$ cat src/sv/skvt_pkg.sv
// Shared types and codes for the sorted key/value table.
package skvt_pkg;

   // Operation carried by a request transaction
   typedef enum logic [1:0] {
      KIND_GET    = 2'd0,
      KIND_ADD    = 2'd1,
      KIND_SET    = 2'd2,
      KIND_REMOVE = 2'd3
   } kind_type;

   // Result status codes
   typedef enum logic [1:0] {
      ST_OK        = 2'd0,
      ST_NOT_FOUND = 2'd1,
      ST_FULL      = 2'd2
   } status_type;

   // Request payload
   typedef struct packed {
      kind_type    kind;
      logic [7:0]  key;
      logic [31:0] item_value;
   } req_type;

   // Response payload
   typedef struct packed {
      status_type  status;
      logic [4:0]  slot;
      logic [31:0] read_value;
      logic [5:0]  fill_count;
   } rsp_type;

   // Commands from the controller to the datapath
   typedef struct packed {
      logic       load;        // capture request, restart scan
      logic       scan_rd;     // read entry at scan pointer
      logic       scan_cmp;    // compare read entry with key
      logic       sh_load_ins; // shift pointer to count (insert)
      logic       sh_load_rem; // shift pointer to match index (remove)
      logic       sh_rd;       // read shift source entry
      logic       sh_wr;       // write shift destination entry
      logic       wr_new;      // write key/value at scan pointer
      logic       cnt_inc;
      logic       cnt_dec;
      logic       res_load;    // load response register
      status_type res_code;
   } cmd_type;

   // Status from the datapath to the controller
   typedef struct packed {
      kind_type kind;
      logic     at_end;   // scan pointer reached count
      logic     cmp_eq;   // read key equals request key
      logic     cmp_gt;   // read key above request key
      logic     found;
      logic     full;
      logic     sh_done;
      logic     out_free; // response register can take a result
   } stat_type;

endpackage

$ cat src/sv/skvt_ram.sv
// Generic single write, single read RAM with registered read data.
module skvt_ram #(
   parameter int WIDTH = 40,
   parameter int DEPTH = 32,
   localparam int AW = $clog2(DEPTH)
) (
   input  logic             clock,
   input  logic             wr_en,
   input  logic [AW-1:0]    wr_addr,
   input  logic [WIDTH-1:0] wr_data,
   input  logic             rd_en,
   input  logic [AW-1:0]    rd_addr,
   output logic [WIDTH-1:0] rd_data
);

   logic [WIDTH-1:0] mem [DEPTH];

   // Write port
   always_ff @(posedge clock) begin
      if (wr_en) begin
         mem[wr_addr] <= wr_data;
      end
   end

   // Registered read port
   always_ff @(posedge clock) begin
      if (rd_en) begin
         rd_data <= mem[rd_addr];
      end
   end

endmodule

$ cat src/sv/skvt_ctrl.sv
// Controller state machine for the sorted key/value table.
module skvt_ctrl (
   input  logic               clock,
   input  logic               reset,
   input  logic               req_valid,
   output logic               req_ready,
   input  skvt_pkg::stat_type stat,
   output skvt_pkg::cmd_type  cmd
);

   import skvt_pkg::*;

   typedef enum logic [7:0] {
      S_IDLE      = 8'b0000_0001,
      S_SCAN_RD   = 8'b0000_0010,
      S_SCAN_CMP  = 8'b0000_0100,
      S_DECIDE    = 8'b0000_1000,
      S_SHIFT_RD  = 8'b0001_0000,
      S_SHIFT_WR  = 8'b0010_0000,
      S_WRITE_NEW = 8'b0100_0000,
      S_FINISH    = 8'b1000_0000
   } state_type;

   state_type  state_ff, state_in;
   status_type code_ff, code_in;

   assign req_ready = (state_ff == S_IDLE);

   // Next state and commands
   always_comb begin
      state_in     = state_ff;
      code_in      = code_ff;
      cmd          = '0;
      cmd.res_code = code_ff;
      unique case (state_ff)
         S_IDLE: begin
            if (req_valid) begin
               cmd.load = 1'b1;
               state_in = S_SCAN_RD;
            end
         end
         S_SCAN_RD: begin
            if (stat.at_end) begin
               state_in = S_DECIDE;
            end else begin
               cmd.scan_rd = 1'b1;
               state_in    = S_SCAN_CMP;
            end
         end
         S_SCAN_CMP: begin
            cmd.scan_cmp = 1'b1;
            if (stat.cmp_eq || stat.cmp_gt) begin
               state_in = S_DECIDE;
            end else begin
               state_in = S_SCAN_RD;
            end
         end
         S_DECIDE: begin
            state_in = S_FINISH;
            unique case (stat.kind)
               KIND_GET: begin
                  code_in = stat.found ? ST_OK : ST_NOT_FOUND;
               end
               KIND_ADD: begin
                  priority if (stat.full) begin
                     code_in = ST_FULL;
                  end else if (stat.found) begin
                     code_in    = ST_OK;
                     cmd.wr_new = 1'b1;
                  end else begin
                     code_in         = ST_OK;
                     cmd.sh_load_ins = 1'b1;
                     state_in        = S_SHIFT_RD;
                  end
               end
               KIND_SET: begin
                  if (stat.found) begin
                     code_in    = ST_OK;
                     cmd.wr_new = 1'b1;
                  end else begin
                     code_in = ST_NOT_FOUND;
                  end
               end
               KIND_REMOVE: begin
                  if (stat.found) begin
                     code_in         = ST_OK;
                     cmd.sh_load_rem = 1'b1;
                     state_in        = S_SHIFT_RD;
                  end else begin
                     code_in = ST_NOT_FOUND;
                  end
               end
            endcase
         end
         S_SHIFT_RD: begin
            priority if (!stat.sh_done) begin
               cmd.sh_rd = 1'b1;
               state_in  = S_SHIFT_WR;
            end else if (stat.kind == KIND_ADD) begin
               state_in = S_WRITE_NEW;
            end else begin
               cmd.cnt_dec = 1'b1;
               state_in    = S_FINISH;
            end
         end
         S_SHIFT_WR: begin
            cmd.sh_wr = 1'b1;
            state_in  = S_SHIFT_RD;
         end
         S_WRITE_NEW: begin
            cmd.wr_new  = 1'b1;
            cmd.cnt_inc = 1'b1;
            state_in    = S_FINISH;
         end
         S_FINISH: begin
            if (stat.out_free) begin
               cmd.res_load = 1'b1;
               state_in     = S_IDLE;
            end
         end
         default: begin
            state_in = S_IDLE;
         end
      endcase
   end

   // State register
   always_ff @(posedge clock) begin
      if (reset) begin
         state_ff <= S_IDLE;
      end else begin
         state_ff <= state_in;
      end
   end

   // Result code, set when the operation is decided
   always_ff @(posedge clock) begin
      code_ff <= code_in;
   end

   a_accept_starts_scan: assert property (@(posedge clock) disable iff (reset)
      req_valid && req_ready |=> state_ff == S_SCAN_RD)
      else $error("accepted transaction did not start a scan");

   a_result_needs_room: assert property (@(posedge clock) disable iff (reset)
      cmd.res_load |-> stat.out_free)
      else $error("result loaded while response register busy");

endmodule

$ cat src/sv/skvt_dp.sv
// Datapath of the sorted key/value table: entry RAM, pointers, count, response.
module skvt_dp #(
   parameter int TABLE_DEPTH = 32,
   parameter int KEY_WIDTH   = 8
) (
   input  logic               clock,
   input  logic               reset,
   input  skvt_pkg::req_type  req_payload,
   input  skvt_pkg::cmd_type  cmd,
   output skvt_pkg::stat_type stat,
   output logic               rsp_valid,
   input  logic               rsp_ready,
   output skvt_pkg::rsp_type  rsp_payload
);

   import skvt_pkg::*;

   localparam int AW = $clog2(TABLE_DEPTH);
   localparam int CW = $clog2(TABLE_DEPTH + 1);
   localparam int WW = KEY_WIDTH + 32;

   // Captured transaction
   kind_type             kind_ff;
   logic [KEY_WIDTH-1:0] key_ff;
   logic [31:0]          val_ff;

   // Pointers and count
   logic [CW-1:0] scan_ptr_ff, sh_ptr_ff, count_ff;
   logic          found_ff;
   logic [31:0]   found_val_ff;

   // Response register
   logic    rsp_valid_ff;
   rsp_type rsp_ff;

   // RAM port signals
   logic          ram_wr_en, ram_rd_en;
   logic [AW-1:0] ram_wr_addr, ram_rd_addr;
   logic [WW-1:0] ram_wr_data, ram_rd_data;

   logic [KEY_WIDTH-1:0] rd_key;
   logic [CW-1:0]        sh_src;
   logic                 is_ins;

   assign rd_key = ram_rd_data[WW-1:32];
   assign is_ins = (kind_ff == KIND_ADD);
   assign sh_src = is_ins ? (sh_ptr_ff - CW'(1)) : (sh_ptr_ff + CW'(1));

   // Status towards the controller
   always_comb begin
      stat.kind     = kind_ff;
      stat.at_end   = (scan_ptr_ff == count_ff);
      stat.cmp_eq   = (rd_key == key_ff);
      stat.cmp_gt   = (rd_key > key_ff);
      stat.found    = found_ff;
      stat.full     = (count_ff == CW'(TABLE_DEPTH));
      stat.sh_done  = is_ins ? (sh_ptr_ff == scan_ptr_ff)
                             : ((sh_ptr_ff + CW'(1)) == count_ff);
      stat.out_free = !rsp_valid_ff || rsp_ready;
   end

   // RAM addressing: scan and shift reads, shift and new-entry writes
   always_comb begin
      ram_rd_en   = cmd.scan_rd || cmd.sh_rd;
      ram_rd_addr = cmd.scan_rd ? scan_ptr_ff[AW-1:0] : sh_src[AW-1:0];
      ram_wr_en   = cmd.sh_wr || cmd.wr_new;
      ram_wr_addr = cmd.sh_wr ? sh_ptr_ff[AW-1:0] : scan_ptr_ff[AW-1:0];
      ram_wr_data = cmd.sh_wr ? ram_rd_data : {key_ff, val_ff};
   end

   skvt_ram #(
      .WIDTH (WW),
      .DEPTH (TABLE_DEPTH)
   ) u_entries (
      .clock   (clock),
      .wr_en   (ram_wr_en),
      .wr_addr (ram_wr_addr),
      .wr_data (ram_wr_data),
      .rd_en   (ram_rd_en),
      .rd_addr (ram_rd_addr),
      .rd_data (ram_rd_data)
   );

   // Transaction capture
   always_ff @(posedge clock) begin
      if (cmd.load) begin
         kind_ff <= req_payload.kind;
         key_ff  <= KEY_WIDTH'(req_payload.key);
         val_ff  <= req_payload.item_value;
      end
   end

   // Scan pointer and match capture
   always_ff @(posedge clock) begin
      if (reset) begin
         scan_ptr_ff <= '0;
         found_ff    <= 1'b0;
      end else if (cmd.load) begin
         scan_ptr_ff <= '0;
         found_ff    <= 1'b0;
      end else if (cmd.scan_cmp) begin
         if (stat.cmp_eq) begin
            found_ff <= 1'b1;
         end else if (!stat.cmp_gt) begin
            scan_ptr_ff <= scan_ptr_ff + CW'(1);
         end
      end
   end

   always_ff @(posedge clock) begin
      if (cmd.scan_cmp && stat.cmp_eq) begin
         found_val_ff <= ram_rd_data[31:0];
      end
   end

   // Shift pointer: walks down for insert, up for remove
   always_ff @(posedge clock) begin
      if (reset) begin
         sh_ptr_ff <= '0;
      end else if (cmd.sh_load_ins) begin
         sh_ptr_ff <= count_ff;
      end else if (cmd.sh_load_rem) begin
         sh_ptr_ff <= scan_ptr_ff;
      end else if (cmd.sh_wr) begin
         sh_ptr_ff <= sh_src;
      end
   end

   // Entry count
   always_ff @(posedge clock) begin
      if (reset) begin
         count_ff <= '0;
      end else if (cmd.cnt_inc) begin
         count_ff <= count_ff + CW'(1);
      end else if (cmd.cnt_dec) begin
         count_ff <= count_ff - CW'(1);
      end
   end

   // Response register
   always_ff @(posedge clock) begin
      if (reset) begin
         rsp_valid_ff <= 1'b0;
      end else if (cmd.res_load) begin
         rsp_valid_ff <= 1'b1;
      end else if (rsp_ready) begin
         rsp_valid_ff <= 1'b0;
      end
   end

   always_ff @(posedge clock) begin
      if (cmd.res_load) begin
         rsp_ff.status     <= cmd.res_code;
         rsp_ff.slot       <= (cmd.res_code == ST_OK) ? 5'(scan_ptr_ff) : 5'd0;
         rsp_ff.read_value <= (cmd.res_code == ST_OK && kind_ff == KIND_GET)
                              ? found_val_ff : 32'd0;
         rsp_ff.fill_count <= 6'(count_ff);
      end
   end

   assign rsp_valid   = rsp_valid_ff;
   assign rsp_payload = rsp_ff;

   a_count_bounded: assert property (@(posedge clock) disable iff (reset)
      count_ff <= CW'(TABLE_DEPTH))
      else $error("entry count above table depth");

   a_insert_counts: assert property (@(posedge clock) disable iff (reset)
      cmd.cnt_inc |=> count_ff == CW'($past(count_ff) + CW'(1)))
      else $error("insert did not raise the entry count by one");

endmodule

$ cat src/sv/sorted_key_value_table_unit.sv
// Top level of the sorted key/value table: controller plus datapath.
// Operation: a linear scan examines entries (stops at the first key not below
//   the request key); an insert or remove then moves entries one at a time;
//   the remaining steps are end-of-scan check, decision, end-of-shift check,
//   new-entry write and response loading.
// Flow: one transaction in flight; the next is taken in the cycle after the
//   result is loaded. Loading waits while the response register is still held.
// Reset clears the entry count and response valid; table RAM is not cleared.
module sorted_key_value_table_unit #(
   parameter int TABLE_DEPTH = 32,
   parameter int KEY_WIDTH   = 8
) (
   input  logic              clock,
   input  logic              reset,
   input  logic              req_valid,
   output logic              req_ready,
   input  skvt_pkg::req_type req_payload,
   output logic              rsp_valid,
   input  logic              rsp_ready,
   output skvt_pkg::rsp_type rsp_payload
);

   import skvt_pkg::*;

   cmd_type  cmd;
   stat_type stat;

   skvt_ctrl u_ctrl (
      .clock     (clock),
      .reset     (reset),
      .req_valid (req_valid),
      .req_ready (req_ready),
      .stat      (stat),
      .cmd       (cmd)
   );

   skvt_dp #(
      .TABLE_DEPTH (TABLE_DEPTH),
      .KEY_WIDTH   (KEY_WIDTH)
   ) u_dp (
      .clock       (clock),
      .reset       (reset),
      .req_payload (req_payload),
      .cmd         (cmd),
      .stat        (stat),
      .rsp_valid   (rsp_valid),
      .rsp_ready   (rsp_ready),
      .rsp_payload (rsp_payload)
   );

endmodule

$ cat config.mk
export PLATFORM = sky130hd
export DESIGN_NAME = sorted_key_value_table_unit
export DESIGN_NICKNAME = d
export VERILOG_FILES = /design/src/sv/skvt_pkg.sv /design/src/sv/skvt_ram.sv /design/src/sv/skvt_ctrl.sv /design/src/sv/skvt_dp.sv /design/src/sv/sorted_key_value_table_unit.sv
export SDC_FILE = /design/constraint.sdc
export NUM_CORES = 2
export LEC_CHECK = 0
export BUFFER_PORTS_ARGS = -buffer_cell sky130_fd_sc_hd__clkbuf_2
export CORE_MARGIN = 2
export CORE_UTILIZATION = 43
export DETAILED_ROUTE_END_ITERATION = 7
export HOLD_SLACK_MARGIN = 0.05
export PLACE_DENSITY_LB_ADDON = 0.08
export SLEW_MARGIN = 5
export SYNTH_ARGS = -nofsm -noshare
export SYNTH_HDL_FRONTEND = slang
export SYNTH_SLANG_ARGS = --single-unit
$ cat constraint.sdc
create_clock -name clock -period 6.4 [get_ports clock]
set_input_delay 1.28 -clock clock [delete_from_list [all_inputs] [get_ports clock]]
set_output_delay 1.28 -clock clock [all_outputs]
set_load 0.005 [all_outputs]
### After elaboration in Yosys (flattened, before gate mapping)

Memories as Yosys holds them, arrays and structs flattened. A register that Yosys moved wholly into a read port is not among the register bits.
Index checks and enable logic that the tools add are counted.

| cells by class | value |
|---|---|
| add/sub/neg operators | 5 |
| $lt $le $gt $ge | 1 |
| eq/ne operators | 18 |
| muxes and demuxes | 51 |
| bitwise logic cells | 2 |
| reductions and logical operators | 17 |

Operators by type and width:

| operator | count |
|---|---|
| one-hot mux 8 bit (8 select lines) | 1 |
| 2-to-1 mux 8 bit | 7 |
| 2-to-1 mux 40 bit | 1 |
| 2-to-1 mux 6 bit | 6 |
| 2-to-1 mux 1 bit | 26 |
| adder 6 x 1 -> 6 bit, second input constant | 3 |
| equality test 6 bit | 3 |
| one-hot mux 8 bit (2 select lines) | 1 |
| subtractor 6 x 1 -> 6 bit, second input constant | 2 |
| 2-to-1 mux 5 bit | 2 |
| equality test 8 x 1 -> 1 bit, second input constant | 1 |
| equality test 8 x 2 -> 1 bit, second input constant | 1 |
| equality test 8 x 3 -> 1 bit, second input constant | 1 |
| equality test 8 x 4 -> 1 bit, second input constant | 1 |
| equality test 8 x 5 -> 1 bit, second input constant | 1 |
| equality test 8 x 6 -> 1 bit, second input constant | 1 |
| equality test 8 x 7 -> 1 bit, second input constant | 1 |
| equality test 8 bit | 1 |
| equality test 8 bit, second input constant | 1 |
| greater-than comparator 8 bit | 1 |
| 2-to-1 mux 4 bit | 2 |
| equality test 6 bit, second input constant | 1 |
| equality test 2 bit, second input constant | 2 |
| logical NOT 2 bit | 2 |
| 15 further kinds | 25 |

| word-level totals | value |
|---|---|
| register bits after elaboration | 149 |
| bits in writable memories | 1,280 |
| bits of input ports | 46 |
| output and inout port bits | 47 |
| memories kept | 1 |

Memories:

| memory | words | bits a word | read ports | clocked after Yosys merged registers in | write ports | line | RTL |
|---|---|---|---|---|---|---|---|
| u_dp.u_entries.mem | 32 | 40 | 1 | 1 | 1 | skvt_ram.sv:16 | `logic [WIDTH-1:0] mem [DEPTH];` |

### Longest topological paths before layout

| depth | value |
|---|---|
| word-level depth | 7 |
| gate-level depth with buffers | 15 |
| mapped depth without buffers | 11 |

### Cells and area by module

A second synthesis with hierarchy kept.

| unflattened totals | value |
|---|---|
| cells, all modules | 3,357 |
| area total of the unflattened synthesis | 57,856.7 µm² |

By module, submodules not included:

| module | instances | cells an instance | area each (µm²) | seq. area each (µm²) |
|---|---|---|---|---|
| skvt_ram | 1 | 2,813 | 50,965.1 | 39,638.0 |
| skvt_dp | 1 | 468 | 6,226.0 | 3,973.8 |
| skvt_ctrl | 1 | 76 | 665.6 | 220.2 |

### Least setup slack after synthesis

OpenSTA, ideal clock, no wires.

| timing | value |
|---|---|
| path kind | register to register |
| start | register u_ctrl.state_ff[7] |
| end | memory u_dp.u_entries.mem[0][0] (enable) |
| setup time | 0.487 ns |
| data arrival time | 4.470 ns |
| slack | 1.443 ns |
| cell stages (with the launch flop) | 8 |
| path buffers | 1 |
| clock period less this slack | 4.957 ns |
| cell sequence | dfxtp_1 > nor4_4 > and3_1 > buf_1 > nand3_1 > o31ai_1 > nand2_1 > nor3_1 |

| between the ends | value |
|---|---|
| longest elaborated chain between the ends | 5 |
| elaborated cells on any way between the ends | 9 |
| classes of those cells | eq/ne: 3; mux: 5; reduce/logical: 1 |

Ends and longest elaborated chain:

| element | line | RTL |
|---|---|---|
| start: declaration | skvt_ctrl.sv:24 | `state_type state_ff, state_in;` |
| start signal: assignment | skvt_ctrl.sv:132 | `state_ff <= state_in;` |
| equality test 8 x 7 -> 1 bit (tied with other cells) | skvt_ctrl.sv:35 | `unique case (state_ff)` |
| one-hot mux 1 bit (2 select lines) or 2-to-1 mux 1 bit (tied branches) | skvt_ctrl.sv:35 |  |
| logical OR 1 bit | skvt_dp.sv:66 | `ram_wr_en = cmd.sh_wr \|\| cmd.wr_new;` |
| 2-to-1 mux 1 bit | skvt_ram.sv:20 | `if (wr_en) begin` |
| 2-to-1 mux 1 bit (implied by the code) | skvt_ram.sv:21 | `mem[wr_addr] <= wr_data;` |
| end: declaration | skvt_ram.sv:16 |  |

Parallel ways exist; a longest one is shown, timed or not.

### Final worst setup path

| timing | value |
|---|---|
| start | register u_dp.sh_ptr_ff[0] |
| end | register u_dp.u_entries.rd_data[19] (read register of u_dp.u_entries.mem) (data pin) |

| between the ends | value |
|---|---|
| longest elaborated chain between the ends | 6 |
| elaborated cells on any way between the ends | 10 |
| classes of those cells | add/sub: 2; eq/ne: 2; mux: 5; reduce/logical: 1 |

Ends and longest elaborated chain:

| element | line | RTL |
|---|---|---|
| start: declaration | skvt_dp.sv:28 | `logic [CW-1:0] scan_ptr_ff, sh_ptr_ff, count_ff;` |
| start signal: assignment | skvt_dp.sv:121 | `sh_ptr_ff <= count_ff;` |
| start signal: assignment | skvt_dp.sv:123 | `sh_ptr_ff <= scan_ptr_ff;` |
| start signal: assignment | skvt_dp.sv:125 | `sh_ptr_ff <= sh_src;` |
| adder 6 x 1 -> 6 bit | skvt_dp.sv:47, skvt_dp.sv:58 |  |
| equality test 6 bit | skvt_dp.sv:58 | `: ((sh_ptr_ff + CW'(1)) == count_ff);` |
| 2-to-1 mux 1 bit | skvt_dp.sv:57 | `stat.sh_done = is_ins ? (sh_ptr_ff == scan_ptr_ff)` |
| 2-to-1 mux 1 bit | skvt_ctrl.sv:96 | `priority if (!stat.sh_done) begin` |
| 2-to-1 mux 1 bit | skvt_ctrl.sv:35 |  |
| logical OR 1 bit | skvt_dp.sv:64 | `ram_rd_en = cmd.scan_rd \|\| cmd.sh_rd;` |
| end: declaration | skvt_ram.sv:13 | `output logic [WIDTH-1:0] rd_data` |

Parallel ways exist; a longest one is shown, timed or not.
A chain may end at the register's enable or synchronous reset.

==> results.json <==
{
  "yosysTopAreaCell": "edfxtp_1",
  "multiInputGateArea_um2": 14600,
  "ir_drop_mv": 0.250,
  "grtUsageTotal_pct": 25.8,
  "globalplace.congestion": 0.786,
  "ant_nets": 0,
  "fin_nets": 4159,
  "ys_seq_area_share_pct": 73.8,
  "clkSinkCount": 1469,
  "cts_buffer_depth": 3,
  "critPathLaunchType": "flip-flop",
  "drc": 0,
  "syn-num-nets": 4122,
  "hold_violations": 0,
  "power_switching_mw": 4.45,
  "drtIter0Drc": 3942,
  "rrSetupSlack_ns": 1.95,
  "synth_common_cells": "edfxtp_1, a211oi_1, and3_1",
  "setup_viol": 0,
  "rsz0062_at_grt": "no",
  "routedWlPerCell_um": 30.7,
  "leakage_nw": 21.6,
  "antenna_found_initial": 7,
  "stdcell_count": 6005,
  "worst_slew_pin_slew_ns": 1.24,
  "fin_crit_sh_pct": 69.5,
  "nFillCells": 11734,
  "cts_buffers": 158,
  "insertion_delay_ns": 0.79,
  "rows": 136,
  "fp.coreArea_um2": 137000,
  "hp-start": "u_dp.u_entries.rd_data[6]$_DFFE_PP_",
  "critPathCaptureType": "flip-flop",
  "syn_inst": 4055,
  "fin_crit_ns": 4.45,
  "initial_core_util_pct": 43.3,
  "switching_share_pct": 22.3,
  "synth_top_cell_area_share_pct": 72.8,
  "cts_setup_buffers": 0,
  "area_delta_synth_final_pct": 12.7,
  "drt_first_pass_iters": 5,
  "startpoint": "u_dp.sh_ptr_ff[0]$_SDFFE_PP0P_",
  "cts_tree": "yes",
  "timing.slew.headroom_pct": 17.2,
  "synth_edf_count": 1441,
  "p_comb_share_pct": 4.8,
  "numPlacedInstances": 5726,
  "die_w_um": 376,
  "max_freq_ghz": 0.225,
  "hold_buffers": 0,
  "dpl.hpwl_um": 98600,
  "max_cap_violations": 0,
  "drive_gt1_share_pct": 12.1,
  "critPathArrivalTime_ns": 5.05,
  "io_buffers": 92,
  "p_per_area_nw_per_um2": 299,
  "regArea_um2": 43800,
  "ioPinCount": 93,
  "ys_warn_count": 0,
  "die_h_um": 376,
  "synth_area_um2": 59400,
  "hold_class": "flip-flop to flip-flop",
  "grt_max_degree": 160,
  "ys_ff_latch": 1469,
  "path_clk_slew_ns": 0.06,
  "clockPowerShare_pct": 41.8,
  "p_int_mw": 15.5,
  "fin_tns_setup_ns": 0,
  "synth_cell_type_count": 71,
  "grt_overflow": 0,
  "critical_path_required_ns": 7.00,
  "async_reset_ff_share_pct": 0,
  "drt_wl_total_um": 184000,
  "path_max_fanout": 63,
  "cts_root_buffer": "clkbuf_16",
  "path_class": "flip-flop to flip-flop",
  "outcome": "completed",
  "finClkSkew_ns": 0.0242,
  "cts_resized": 0,
  "htreeDepth": 4,
  "netlist_top_cells_area": "edfxtp_1, a211oi_1, and3_1, o21ai_0, a21oi_1",
  "grt_pass1_wl_um": 262000,
  "dieArea_um2": 141000,
  "power_frac_seq_pct": 53.4,
  "p_total_mw": 20.0,
  "final_max_slew_viol_count": 0,
  "yosysMostFrequentCell": "edfxtp_1",
  "synth_ff_type": "edfxtp_1",
  "reg2reg_from": "u_dp.sh_ptr_ff[0]$_SDFFE_PP0P_",
  "syn-mean-instance-area_um2": 14.7,
  "vias": 37126,
  "via_per_inst": 6.18,
  "grt_pass1_vias": 35714
}
## power groups by stage
stage | clock network (mW) | registers (mW) | logic, mW
after CTS | 8.49 | 10.7 | 0.958
after floorplan | 0 | 10.9 | 0.577
final | 8.36 | 10.7 | 0.956
after detailed placement | 0 | 10.9 | 0.957
after global routing | 8.84 | 10.7 | 1.04
after global placement | 0 | 10.9 | 0.948
## final timing paths
check / to / cells past startpoint
hold reg to reg: u_dp.found_val_ff[6]$_DFFE_PP_ / 0
hold / removal: u_dp.found_val_ff[6]$_DFFE_PP_ / 0
setup reg to reg: u_dp.u_entries.rd_data[19]$_DFFE_PP_ / 11
setup / recovery: u_dp.u_entries.rd_data[19]$_DFFE_PP_ / 11
## cells by family (layout without fill, tap and decap cells)
kind of cell / count (synthesis) / in the layout / synth area share (%)
other: 0 / 1 / 0
and+or+nand+nor: 904 / 904 / 8.50
DFF: 1469 / 1469 / 73.8
xor gates and xnor gates: 35 / 35 / 0.539
muxes: 21 / 21 / 0.427
buffers and inverters: 339 / 494 / 2.46
AOI/OAI and AO/OA: 1266 / 1266 / 13.8
adders and majority gates: 21 / 21 / 0.455
## registers in the layout, indices dropped and copies added, names as in the netlist, 8 cells and up
register / count
u_dp.rsp_payload: 45
u_dp.val_ff: 32
u_dp.u_entries.mem: 1280
u_ctrl.state_ff: 8
u_dp.u_entries.rd_data: 40
u_dp.found_val_ff: 32
u_dp.key_ff: 8
## cell usage in the layout, fill, tap and decap left out, drive strengths merged, types with 59 or more instances in the layout
cell and instances:
and3 352, clkbuf 305, a22oi 80, nand2 183, edfxtp 1441, a21oi 214
o22ai 84, o21ai 301, a211oi 476, nor2 146, clkinv 59, buf 107
## layout make-up
cell class,count,area share (%)
inverter,17,0.0953
tap,1794,3.35
clock buffer,213,6.33
sequential,1469,65.5
antenna,1,0.00374
clock inverter,65,0.535
multi-input combinational,2247,21.8
timing repair buffer,199,2.41
## worst max-delay path, stage by stage, from the launching register on
cell and delay [ns]:
dfxtp_1 0.77, inv_1 0.24, ha_1 0.40, xor2_1 0.24, a21o_1 0.24, o221ai_4 0.12, and2_4 0.72, buf_4 0.67
a21oi_1 0.19, o31ai_1 0.27, nand4_1 0.15, nor4_2 0.16
## per-stage QoR
step           setup WS (ns)  hold slack (ns)  area [um^2]  util, %
6_report                1.95            0.445        66900     48.7
5_1_grt                 1.67            0.452        66900     48.7
4_1_cts                 2.02            0.444        66900     48.7
3_5_place_dp            2.04            0.433        62300     45.4
3_3_place_gp            2.05            0.429        62300     45.4
2_1_floorplan           1.44            0.403        59400        -
## layer usage
metal	up-vias	share of wire, %	wire, um	GRT usage (%)
met1	19118	44	80800	36.6
li1	16313	-	-	-
met4	2	2.5	4510	7.21
met3	279	6.3	11500	3.60
met2	1414	47	87200	41.6
met5	-	0.0071	13	0
Note: power is estimated with default switching activity, not from simulation.
